--- config.mk ---
export PLATFORM = sky130hd
export DESIGN_NAME = ycbcr_rgb_color_convert_top
export DESIGN_NICKNAME = d
export VERILOG_FILES = /design/src/rtl/ycc_pkg.sv /design/src/rtl/ycbcr_rgb_color_convert_top.sv /design/src/rtl/ycc_ctrl.sv /design/src/rtl/ycc_lane.sv
export SDC_FILE = /design/constraint.sdc
export NUM_CORES = 2
export LEC_CHECK = 0
export BUFFER_PORTS_ARGS = -buffer_cell sky130_fd_sc_hd__buf_2
export CORE_MARGIN = 5
export CORE_UTILIZATION = 50
export DETAILED_ROUTE_END_ITERATION = 10
export PLACE_DENSITY = 0.74
export SLEW_MARGIN = 20
export SYNTH_ARGS = -nofsm -noshare
export SYNTH_HDL_FRONTEND = slang
export SYNTH_SLANG_ARGS = --single-unit
--- constraint.sdc ---
create_clock -name clk -period 8.8 [get_ports clk]
set_clock_uncertainty 0.05 [all_clocks]
set_input_delay 0.44 -clock clk [delete_from_list [all_inputs] [get_ports clk]]
set_output_delay 0.44 -clock clk [all_outputs]
set_load 0.01 [all_outputs]
--- src/rtl/ycc_pkg.sv ---
// Package with the types, fixed-point coefficients and lane tables of the color converter.
`default_nettype none

package ycc_pkg;

	// Fraction bits of the fixed-point coefficients.
	localparam int COEFF_FRAC_BITS = 16;

	// Coefficient width: magnitudes stay below 2^(F+2), plus a sign bit.
	localparam int COEF_W = COEFF_FRAC_BITS + 3;
	// Operand width: an 8-bit component or its signed offset form.
	localparam int OPND_W = 9;
	// Accumulator width: one product, with room for the three-term sum.
	localparam int ACC_W  = COEF_W + OPND_W;

	// Pipeline depth from input beat to output register.
	localparam int NUM_STAGES = 4;

	// Scaling of coefficients given in millionths.
	localparam longint Q_MILLION = 1000000;
	localparam longint Q_ROUND   = 500000;

	// Coefficients, round(c * 2^F).
	localparam longint K_Y_GAIN = ((64'sd1164383 << COEFF_FRAC_BITS) + Q_ROUND) / Q_MILLION;
	localparam longint K_R_CR   = ((64'sd1596027 << COEFF_FRAC_BITS) + Q_ROUND) / Q_MILLION;
	localparam longint K_G_CB   = ((64'sd391762 << COEFF_FRAC_BITS) + Q_ROUND) / Q_MILLION;
	localparam longint K_G_CR   = ((64'sd812968 << COEFF_FRAC_BITS) + Q_ROUND) / Q_MILLION;
	localparam longint K_B_CB   = ((64'sd2017232 << COEFF_FRAC_BITS) + Q_ROUND) / Q_MILLION;
	localparam longint K_Y_R    = ((64'sd256788 << COEFF_FRAC_BITS) + Q_ROUND) / Q_MILLION;
	localparam longint K_Y_G    = ((64'sd504129 << COEFF_FRAC_BITS) + Q_ROUND) / Q_MILLION;
	localparam longint K_Y_B    = ((64'sd97906 << COEFF_FRAC_BITS) + Q_ROUND) / Q_MILLION;
	localparam longint K_CB_R   = ((64'sd148223 << COEFF_FRAC_BITS) + Q_ROUND) / Q_MILLION;
	localparam longint K_CB_G   = ((64'sd290993 << COEFF_FRAC_BITS) + Q_ROUND) / Q_MILLION;
	localparam longint K_C_HALF = ((64'sd439216 << COEFF_FRAC_BITS) + Q_ROUND) / Q_MILLION;
	localparam longint K_CR_G   = ((64'sd367788 << COEFF_FRAC_BITS) + Q_ROUND) / Q_MILLION;
	localparam longint K_CR_B   = ((64'sd71427 << COEFF_FRAC_BITS) + Q_ROUND) / Q_MILLION;

	// Rounding constant and the luma and chroma offsets with rounding folded in.
	localparam longint Q_HALF    = 64'sd1 << (COEFF_FRAC_BITS - 1);
	localparam longint Q_OFF_16  = (64'sd16 << COEFF_FRAC_BITS) + Q_HALF;
	localparam longint Q_OFF_128 = (64'sd128 << COEFF_FRAC_BITS) + Q_HALF;

	// Direction register codes.
	localparam logic DIR_YCC_TO_RGB = 1'b0;
	localparam logic DIR_RGB_TO_YCC = 1'b1;

	// Lane codes: one lane for each output component.
	localparam logic [1:0] LANE_FIRST  = 2'd0;
	localparam logic [1:0] LANE_SECOND = 2'd1;
	localparam logic [1:0] LANE_THIRD  = 2'd2;

	typedef logic signed [COEF_W-1:0] coef_t;
	typedef logic signed [OPND_W-1:0] opnd_t;
	typedef logic signed [ACC_W-1:0]  acc_t;

	// Input and output pixel beats.
	typedef struct packed {
		logic [7:0] in_first;
		logic [7:0] in_second;
		logic [7:0] in_third;
	} pix_in_t;

	typedef struct packed {
		logic [7:0] out_first;
		logic [7:0] out_second;
		logic [7:0] out_third;
	} pix_out_t;

	// Coefficients and offset applied by one lane.
	typedef struct packed {
		coef_t c0;
		coef_t c1;
		coef_t c2;
		acc_t  offset;
	} coef_set_t;

	// Per-stage load enables from the pipeline control.
	typedef struct packed {
		logic s1;
		logic s2;
		logic s3;
		logic s4;
	} stage_en_t;

	// Coefficient set of one lane for the given direction.
	function automatic coef_set_t lane_coefs(input logic [1:0] lane, input logic dir);
		coef_set_t cs;
		cs = '{c0: '0, c1: '0, c2: '0, offset: '0};
		if (dir == DIR_YCC_TO_RGB) begin
			unique case (lane)
				LANE_FIRST: begin
					cs = '{c0: coef_t'(K_Y_GAIN), c1: '0, c2: coef_t'(K_R_CR), offset: '0};
				end
				LANE_SECOND: begin
					cs = '{c0: coef_t'(K_Y_GAIN), c1: coef_t'(-K_G_CB), c2: coef_t'(-K_G_CR),
						offset: '0};
				end
				LANE_THIRD: begin
					cs = '{c0: coef_t'(K_Y_GAIN), c1: coef_t'(K_B_CB), c2: '0, offset: '0};
				end
				default: begin
					cs = '{c0: '0, c1: '0, c2: '0, offset: '0};
				end
			endcase
		end else begin
			unique case (lane)
				LANE_FIRST: begin
					cs = '{c0: coef_t'(K_Y_R), c1: coef_t'(K_Y_G), c2: coef_t'(K_Y_B),
						offset: acc_t'(Q_OFF_16)};
				end
				LANE_SECOND: begin
					cs = '{c0: coef_t'(-K_CB_R), c1: coef_t'(-K_CB_G), c2: coef_t'(K_C_HALF),
						offset: acc_t'(Q_OFF_128)};
				end
				LANE_THIRD: begin
					cs = '{c0: coef_t'(K_C_HALF), c1: coef_t'(-K_CR_G), c2: coef_t'(-K_CR_B),
						offset: acc_t'(Q_OFF_128)};
				end
				default: begin
					cs = '{c0: '0, c1: '0, c2: '0, offset: '0};
				end
			endcase
		end
		return cs;
	endfunction

endpackage

`default_nettype wire

--- src/rtl/ycbcr_rgb_color_convert_top.sv ---
// An accepted beat passes the operand, product, sum and output registers before it shows on out_valid.
// Throughput: one pixel per clock; each stage holds when the next one is full and stalled.
// The multiply stage (about 9 x 19 bits per product) and the four-term add set the depth.
// Reset clears all stage valid bits and sets the direction to YCbCr to RGB.
// Stage 1 forms operands, stage 2 multiplies, stage 3 sums, stage 4 saturates.
`default_nettype none

module ycbcr_rgb_color_convert_top import ycc_pkg::*; (
	input  wire logic    clk,
	input  wire logic    arst_n,
	input  wire logic    cfg_we,
	input  wire logic    cfg_wdata,
	input  wire logic    in_valid,
	output logic         in_ready,
	input  wire pix_in_t in_data,
	output logic         out_valid,
	input  wire logic    out_ready,
	output pix_out_t     out_data
);

	logic      dir_q;
	logic      dir_s1;
	opnd_t     op0_s1;
	opnd_t     op1_s1;
	opnd_t     op2_s1;
	stage_en_t en;
	coef_set_t cs_first;
	coef_set_t cs_second;
	coef_set_t cs_third;
	logic [7:0] pix_first;
	logic [7:0] pix_second;
	logic [7:0] pix_third;

	// Direction register.
	always_ff @(posedge clk or negedge arst_n) begin
		if (!arst_n) begin
			dir_q <= DIR_YCC_TO_RGB;
		end else if (cfg_we) begin
			dir_q <= cfg_wdata;
		end
	end

	ycc_ctrl u_ctrl (
		.clk       (clk),
		.arst_n    (arst_n),
		.in_valid  (in_valid),
		.out_ready (out_ready),
		.in_ready  (in_ready),
		.out_valid (out_valid),
		.en        (en)
	);

	// Operands: offset luma and chroma for YCbCr input, plain components for RGB.
	always_ff @(posedge clk) begin
		if (en.s1) begin
			dir_s1 <= dir_q;
			if (dir_q == DIR_YCC_TO_RGB) begin
				op0_s1 <= opnd_t'({1'b0, in_data.in_first}) - opnd_t'(16);
				op1_s1 <= opnd_t'({1'b0, in_data.in_second}) - opnd_t'(128);
				op2_s1 <= opnd_t'({1'b0, in_data.in_third}) - opnd_t'(128);
			end else begin
				op0_s1 <= opnd_t'({1'b0, in_data.in_first});
				op1_s1 <= opnd_t'({1'b0, in_data.in_second});
				op2_s1 <= opnd_t'({1'b0, in_data.in_third});
			end
		end
	end

	// Coefficient sets follow the direction carried with the beat.
	assign cs_first  = lane_coefs(LANE_FIRST, dir_s1);
	assign cs_second = lane_coefs(LANE_SECOND, dir_s1);
	assign cs_third  = lane_coefs(LANE_THIRD, dir_s1);

	ycc_lane u_lane_first (
		.clk    (clk),
		.en     (en),
		.op0_s1 (op0_s1),
		.op1_s1 (op1_s1),
		.op2_s1 (op2_s1),
		.cs     (cs_first),
		.pix_s4 (pix_first)
	);

	ycc_lane u_lane_second (
		.clk    (clk),
		.en     (en),
		.op0_s1 (op0_s1),
		.op1_s1 (op1_s1),
		.op2_s1 (op2_s1),
		.cs     (cs_second),
		.pix_s4 (pix_second)
	);

	ycc_lane u_lane_third (
		.clk    (clk),
		.en     (en),
		.op0_s1 (op0_s1),
		.op1_s1 (op1_s1),
		.op2_s1 (op2_s1),
		.cs     (cs_third),
		.pix_s4 (pix_third)
	);

	assign out_data = '{out_first: pix_first, out_second: pix_second, out_third: pix_third};

endmodule

`default_nettype wire

--- src/rtl/ycc_ctrl.sv ---
// Valid tracking and stall control of the four-stage conversion pipeline.
`default_nettype none

module ycc_ctrl import ycc_pkg::*; (
	input  wire logic      clk,
	input  wire logic      arst_n,
	input  wire logic      in_valid,
	input  wire logic      out_ready,
	output logic           in_ready,
	output logic           out_valid,
	output stage_en_t      en
);

	logic [NUM_STAGES-1:0] stage_valid_q;
	logic [NUM_STAGES-1:0] load;
	logic [NUM_STAGES-1:0] upstream_valid;

	// A stage loads when it is empty or its contents move on this cycle.
	always_comb begin
		load[NUM_STAGES-1] = !stage_valid_q[NUM_STAGES-1] || out_ready;
		for (int i = NUM_STAGES - 2; i >= 0; i--) begin
			load[i] = !stage_valid_q[i] || load[i+1];
		end
	end

	// Valid bit feeding each stage.
	always_comb begin
		upstream_valid[0] = in_valid;
		for (int i = 1; i < NUM_STAGES; i++) begin
			upstream_valid[i] = stage_valid_q[i-1];
		end
	end

	// Valid bits advance with their beats.
	always_ff @(posedge clk or negedge arst_n) begin
		if (!arst_n) begin
			stage_valid_q <= '0;
		end else begin
			for (int i = 0; i < NUM_STAGES; i++) begin
				if (load[i]) begin
					stage_valid_q[i] <= upstream_valid[i];
				end
			end
		end
	end

	assign en        = '{s1: load[0], s2: load[1], s3: load[2], s4: load[3]};
	assign in_ready  = load[0];
	assign out_valid = stage_valid_q[NUM_STAGES-1];

endmodule

`default_nettype wire

--- src/rtl/ycc_lane.sv ---
// One output component: three products, their sum with offset, then saturation.
`default_nettype none

module ycc_lane import ycc_pkg::*; (
	input  wire logic      clk,
	input  wire stage_en_t en,
	input  wire opnd_t     op0_s1,
	input  wire opnd_t     op1_s1,
	input  wire opnd_t     op2_s1,
	input  wire coef_set_t cs,
	output logic [7:0]     pix_s4
);

	acc_t prod0_s2;
	acc_t prod1_s2;
	acc_t prod2_s2;
	acc_t offset_s2;
	acc_t sum_s3;
	logic [7:0] sat_byte;

	// Products of the operands with the lane coefficients.
	always_ff @(posedge clk) begin
		if (en.s2) begin
			prod0_s2  <= op0_s1 * cs.c0;
			prod1_s2  <= op1_s1 * cs.c1;
			prod2_s2  <= op2_s1 * cs.c2;
			offset_s2 <= cs.offset;
		end
	end

	// Sum of the three products and the offset; the offset carries the rounding only for RGB to YCbCr.
	always_ff @(posedge clk) begin
		if (en.s3) begin
			sum_s3 <= prod0_s2 + prod1_s2 + prod2_s2 + offset_s2;
		end
	end

	// Drop the fraction and saturate to 0..255.
	always_comb begin
		if (sum_s3[ACC_W-1]) begin
			sat_byte = 8'd0;
		end else if (|sum_s3[ACC_W-2:COEFF_FRAC_BITS+8]) begin
			sat_byte = 8'd255;
		end else begin
			sat_byte = sum_s3[COEFF_FRAC_BITS+7:COEFF_FRAC_BITS];
		end
	end

	always_ff @(posedge clk) begin
		if (en.s4) begin
			pix_s4 <= sat_byte;
		end
	end

endmodule

`default_nettype wire

---- Yosys cells after proc, flatten, opt, wreduce, memory -nomap -nowiden ----
Index checks and enable logic that the tools add are counted.
cells by class
  add/subtract/negate cells ............... 12
  multipliers ............................. 9
  div/mod/pow operators ................... 0
  magnitude comparators ................... 0
  equality and inequality tests ........... 0
  shift-type cells ........................ 0
  muxes and demuxes ....................... 9
  bitwise logic cells ..................... 0
  reduce and logical (&&, ||, !) cells .... 11
operator list
  cell                                                                number
  28-bit adder                                                        9
  9-bit by 19-bit multiplier with 28-bit output                       7
  83-bit two-way mux                                                  2
  85-bit two-way mux                                                  1
  9-bit by 18-bit multiplier with 27-bit output                       2
  8-bit two-way mux                                                   6
  8-bit by 8-bit subtractor with 9-bit output, second input constant  2
  3-bit OR reduction                                                  3
  8-bit by 5-bit subtractor with 9-bit output, second input constant  1
  1-bit zero test                                                     4
  1-bit logical OR                                                    4
storage, ports and cells
  bits in registers ....................... 477
  latch bits .............................. 0
  RAM bits ................................ 0
  memory bits (read-only) ................. 0
  output and inout port bits .............. 26
  memories kept ........................... 0

---- Logic depth before layout (Yosys ltp) ----
  word-level depth ........................ 5
  mapped depth ............................ 24

---- Hierarchy ----
From an unflattened synthesis, not the netlist that was laid out.
unflattened totals
  cell total of the unflattened synthesis .. 6406
  area, all modules ....................... 69299.0 um2
by module, submodules not included
  module                       instances  cells each  area each (um2)  sequential area each (um2)
  ycc_lane at u_lane_third     1          2134        22818.1          3963.8
  ycc_lane at u_lane_second    1          2119        22759.3          3963.8
  ycc_lane at u_lane_first     1          2090        22532.9          3963.8
  ycbcr_rgb_color_convert_top  1          49          1012.2           865.8
  ycc_ctrl                     1          14          176.4            100.1

---- Worst setup path before layout ----
Ideal clock, no wire load.
  path kind ............................... in2reg
  from .................................... input out_ready
  to ...................................... register u_lane_first.offset_s2[15], enable pin
  data arrival time ....................... 6133 ps
  setup slack ............................. 102 ps
  cell stages on the path ................. 2
  buffers on the path ..................... 0
  path through ............................ nor2b_1 > nand3_1
RTL lines
  element               line                               RTL
  from (decl)           ycbcr_rgb_color_convert_top.sv:17  input wire logic out_ready,
  to (signal assigned)  ycc_lane.sv:27                     offset_s2 <= cs.offset;
  to (decl)             ycc_lane.sv:17                     acc_t offset_s2;

---- Final worst setup path ----
  from .................................... register dir_s1
  to ...................................... register u_lane_third.prod2_s2[23], data pin
between the ends
  cells in the longest elaborated chain, start to end .. 2
RTL lines
  element                                        line                               RTL
  from (decl)                                    ycbcr_rgb_color_convert_top.sv:22  logic dir_s1;
  from (signal assigned)                         ycbcr_rgb_color_convert_top.sv:56  dir_s1 <= dir_q;
  83-bit two-way mux                             ycc_pkg.sv:89                      if (dir == DIR_YCC_TO_RGB) begin
  9-bit by 19-bit multiplier with 28-bit output  ycc_lane.sv:26                     prod2_s2 <= op2_s1 * cs.c2;
  to (signal assigned)                           ycc_lane.sv:26
  to (decl)                                      ycc_lane.sv:16                     acc_t prod2_s2;
Every way passes these cells.
A chain may end at the register's enable or synchronous reset.

==> results.txt <==
WP buf/inv - 4
first-pass detailed-route iteration total - 5
YS warnings - 0
Sink Count - 339
CTS tree - done
standard-cell rows - 109
Final setup viols - 0
HPWL Detailed - 90750 um
Reg2Reg Setup Slack - 1720 ps
period utilization - 80.44%
initial antenna violation count - 0
share of cells above drive strength 1 - 3.878%
worst skew pair latency - 580 ps
Worst EP arrival - 7370 ps
launch point of the worst reg-to-reg path - dir_s1
Slew HR - 36.52%
Syn Inst Count - 4035
hold path start - cfg_we
CTS max path bufs - 3
Iter 0 DRT Violations - 2036
largest net degree at the start of global routing - 196
number of synthesized flops with an enable pin - 334
asr flop ratio synth - 1.475%
max-slew violation count - 0
max-cap violations - 0
Fin Setup TNS - 0 ps
type of origin of the critical path - register
Max Clk Rate - 0.1413 GHz
Final #Nets - 5662
R2R Path End - u_lane_third.prod2_s2[23]
RSZ-0062 raised after global routing - false
total gr overflow - 0
placed insts - 5272
Die ar. - 95350 um^2
crit path kind - register to register
first-pass GRT wire length - 170600 um
number of synthesized register bits - 339
Critical Path RT - 9090 ps
Hold Slack - 54.81 ps
overall routed net length - 107100 um
Non-Filler Instances - 5369
met1 Use GR - 30.17%
total track usage - 23.18%
io pins - 56
chip height - 308.8 um
GR Util met2 - 38.63%
number of cells on the critical path - 19
DR DRC count - 0
worst-margin pin slew - 950.3 ps
sink of the worst hold path - dir_q
CTS Root Cell - clkbuf_16
vias per inst - 5.385
worst path cell trace - nand2b_1 > inv_1 > a21oi_1 > inv_1 > ha_1 > fa_1 > inv_1 > fa_1 > fa_1 > inv_1 > fa_1 > ha_1 > o211ai_1 > a311oi_1 > or4b_1 > a32o_1 > o21a_1 > o41a_1 > xor2_1
Port Buf Inserts - 55
Synth Flop Type - edfxtp_1
GR Util met3 - 4.217%
Final Hold Fails - 0
sequential area share after synthesis - 22.75%
post-layout min period - 7079 ps
CP Capture Type - register
clk slew on worst S/H paths - 60 ps
Placer Congestion - 0.9824
CTS H-tree depth - 2
HP Class - input pin to register
CORE AREA - 88510 um^2
CP Max Fanout - 28
mapped cell area - 44640 um^2
post-synthesis average cell area - 11.06 um^2
synthesis-to-layout area growth - 7.795%
GR peak layer - met2
worst hold stages - 2
quantity of gates resized following cts - 0
Crit path max-delay family - adder cells
initial core utilization - 50.43%
Wirelength per Cell - 19.95 um
status - complete, no violations
R2R cell count - 19
post-route ant nets - 0
crit-path max cell delay - 850 ps
Inserted Clock Buffers - 43
# fillers - 7469
Crit-path slowest cell - edfxtp_1
total number of vias - 28910
Yosys cell types - 71
vias in the first global route - 30880
Chip Width - 308.8 um
==> flip-flops by register name, indices dropped and copies added, names as in the netlist, 12 cells and up <==
| name | cells |
|---|---|
| u_lane_first.prod1_s2 | 28 |
| u_lane_first.prod2_s2 | 28 |
| u_lane_third.prod1_s2 | 28 |
| u_lane_third.prod2_s2 | 28 |
| u_lane_first.prod0_s2 | 27 |
| u_lane_second.prod0_s2 | 27 |
| u_lane_third.prod0_s2 | 27 |
| u_lane_second.prod1_s2 | 26 |
| u_lane_second.prod2_s2 | 26 |
| u_lane_first.sum_s3 | 12 |
| u_lane_second.sum_s3 | 12 |
| u_lane_third.sum_s3 | 12 |
==> cells in the mapped netlist (all sizes together), types with 33 or more instances <==
cell type    n  area [um^2]
ha         861        10770
inv        805         3022
fa         597        11950
edfxtp     334        10030
xnor2      195         1708
nor2       193        724.4
a21oi      191        967.2
nand2      133        499.2
o21ai       85        425.4
a21o        75        563.0
xor2        68        595.6
nand2b      45        281.5
nor3        37        185.2
clkbuf      33        123.9
==> routing by layer <==
metal | routed length, um | part of all wire [%]
met2 | 50040 | 47
met3 | 6985 | 6.5
met1 | 44690 | 42
met5 | 0 | 0
met4 | 5400 | 5.0
==> cell type report <==
cell class                      instances  area [um^2]  area share, %
Inverter                              806         3025          6.288
Multi-Input combinational cell       2895        31490          65.45
Clock inverter                         21        235.2         0.4889
Clock buffer                           53         1135          2.358
Sequential cell                       339        10150          21.10
Antenna cell                            1        2.502       0.005201
Tap cell                             1165         1458          3.029
Timing Repair Buffer                   89        615.6          1.279
==> per-stage QoR <==
stage	cell area (um^2)	setup WS [ps]	utilization, %
after floorplan	44800	101.9	-
after global placement	46510	1925	52.54
after detailed placement	46510	1793	52.54
after CTS	48090	1819	54.33
after global routing	48110	1511	54.36
final	48120	1721	54.36
==> repair_timing <==
item	4_1_cts	5_1_grt
hold buffers	21	0
endpoints found under the hold margin	25	0
buffers inserted	0	0
==> cells in the final DEF, fill, tap and decap left out, types with 44 or more instances in the layout <==
cell type / n
buf_2: 55
nor2_1: 193
conb_1: 44
clkbuf_16: 44
xnor2_1: 195
inv_1: 805
edfxtp_1: 334
o21ai_0: 76
xor2_1: 68
a21o_1: 75
fa_1: 597
nand2b_1: 45
ha_1: 861
nand2_1: 132
a21oi_1: 190
==> cell families (layout without fill, tap and decap cells) <==
group	count (synthesis)	count (layout)	synth area share (%)
compound gates	537	537	7.666
xor+xnor	263	263	5.160
fa+ha+maj	1458	1458	50.91
buf+inv	843	969	7.089
flops	339	339	22.75
mux	4	4	0.09250
other cells	2	45	0.01682
simple gates	589	589	6.318
==> worst max path at each step <==
stage,from,endpoint,slack (ps)
after floorplan,out_ready,u_lane_first.offset_s2[15],100
after global placement,dir_s1,u_lane_third.prod2_s2[23],1920
after detailed placement,dir_s1,u_lane_third.prod2_s2[23],1790
after CTS,dir_s1,u_lane_third.prod2_s2[23],1820
after global routing,dir_s1,u_lane_third.prod2_s2[26],1510
final,dir_s1,u_lane_third.prod2_s2[23],1720
Power is left out: the tool's default activity adds up to more than one toggle a clock period on the data nets, which glitch-free logic cannot reach.
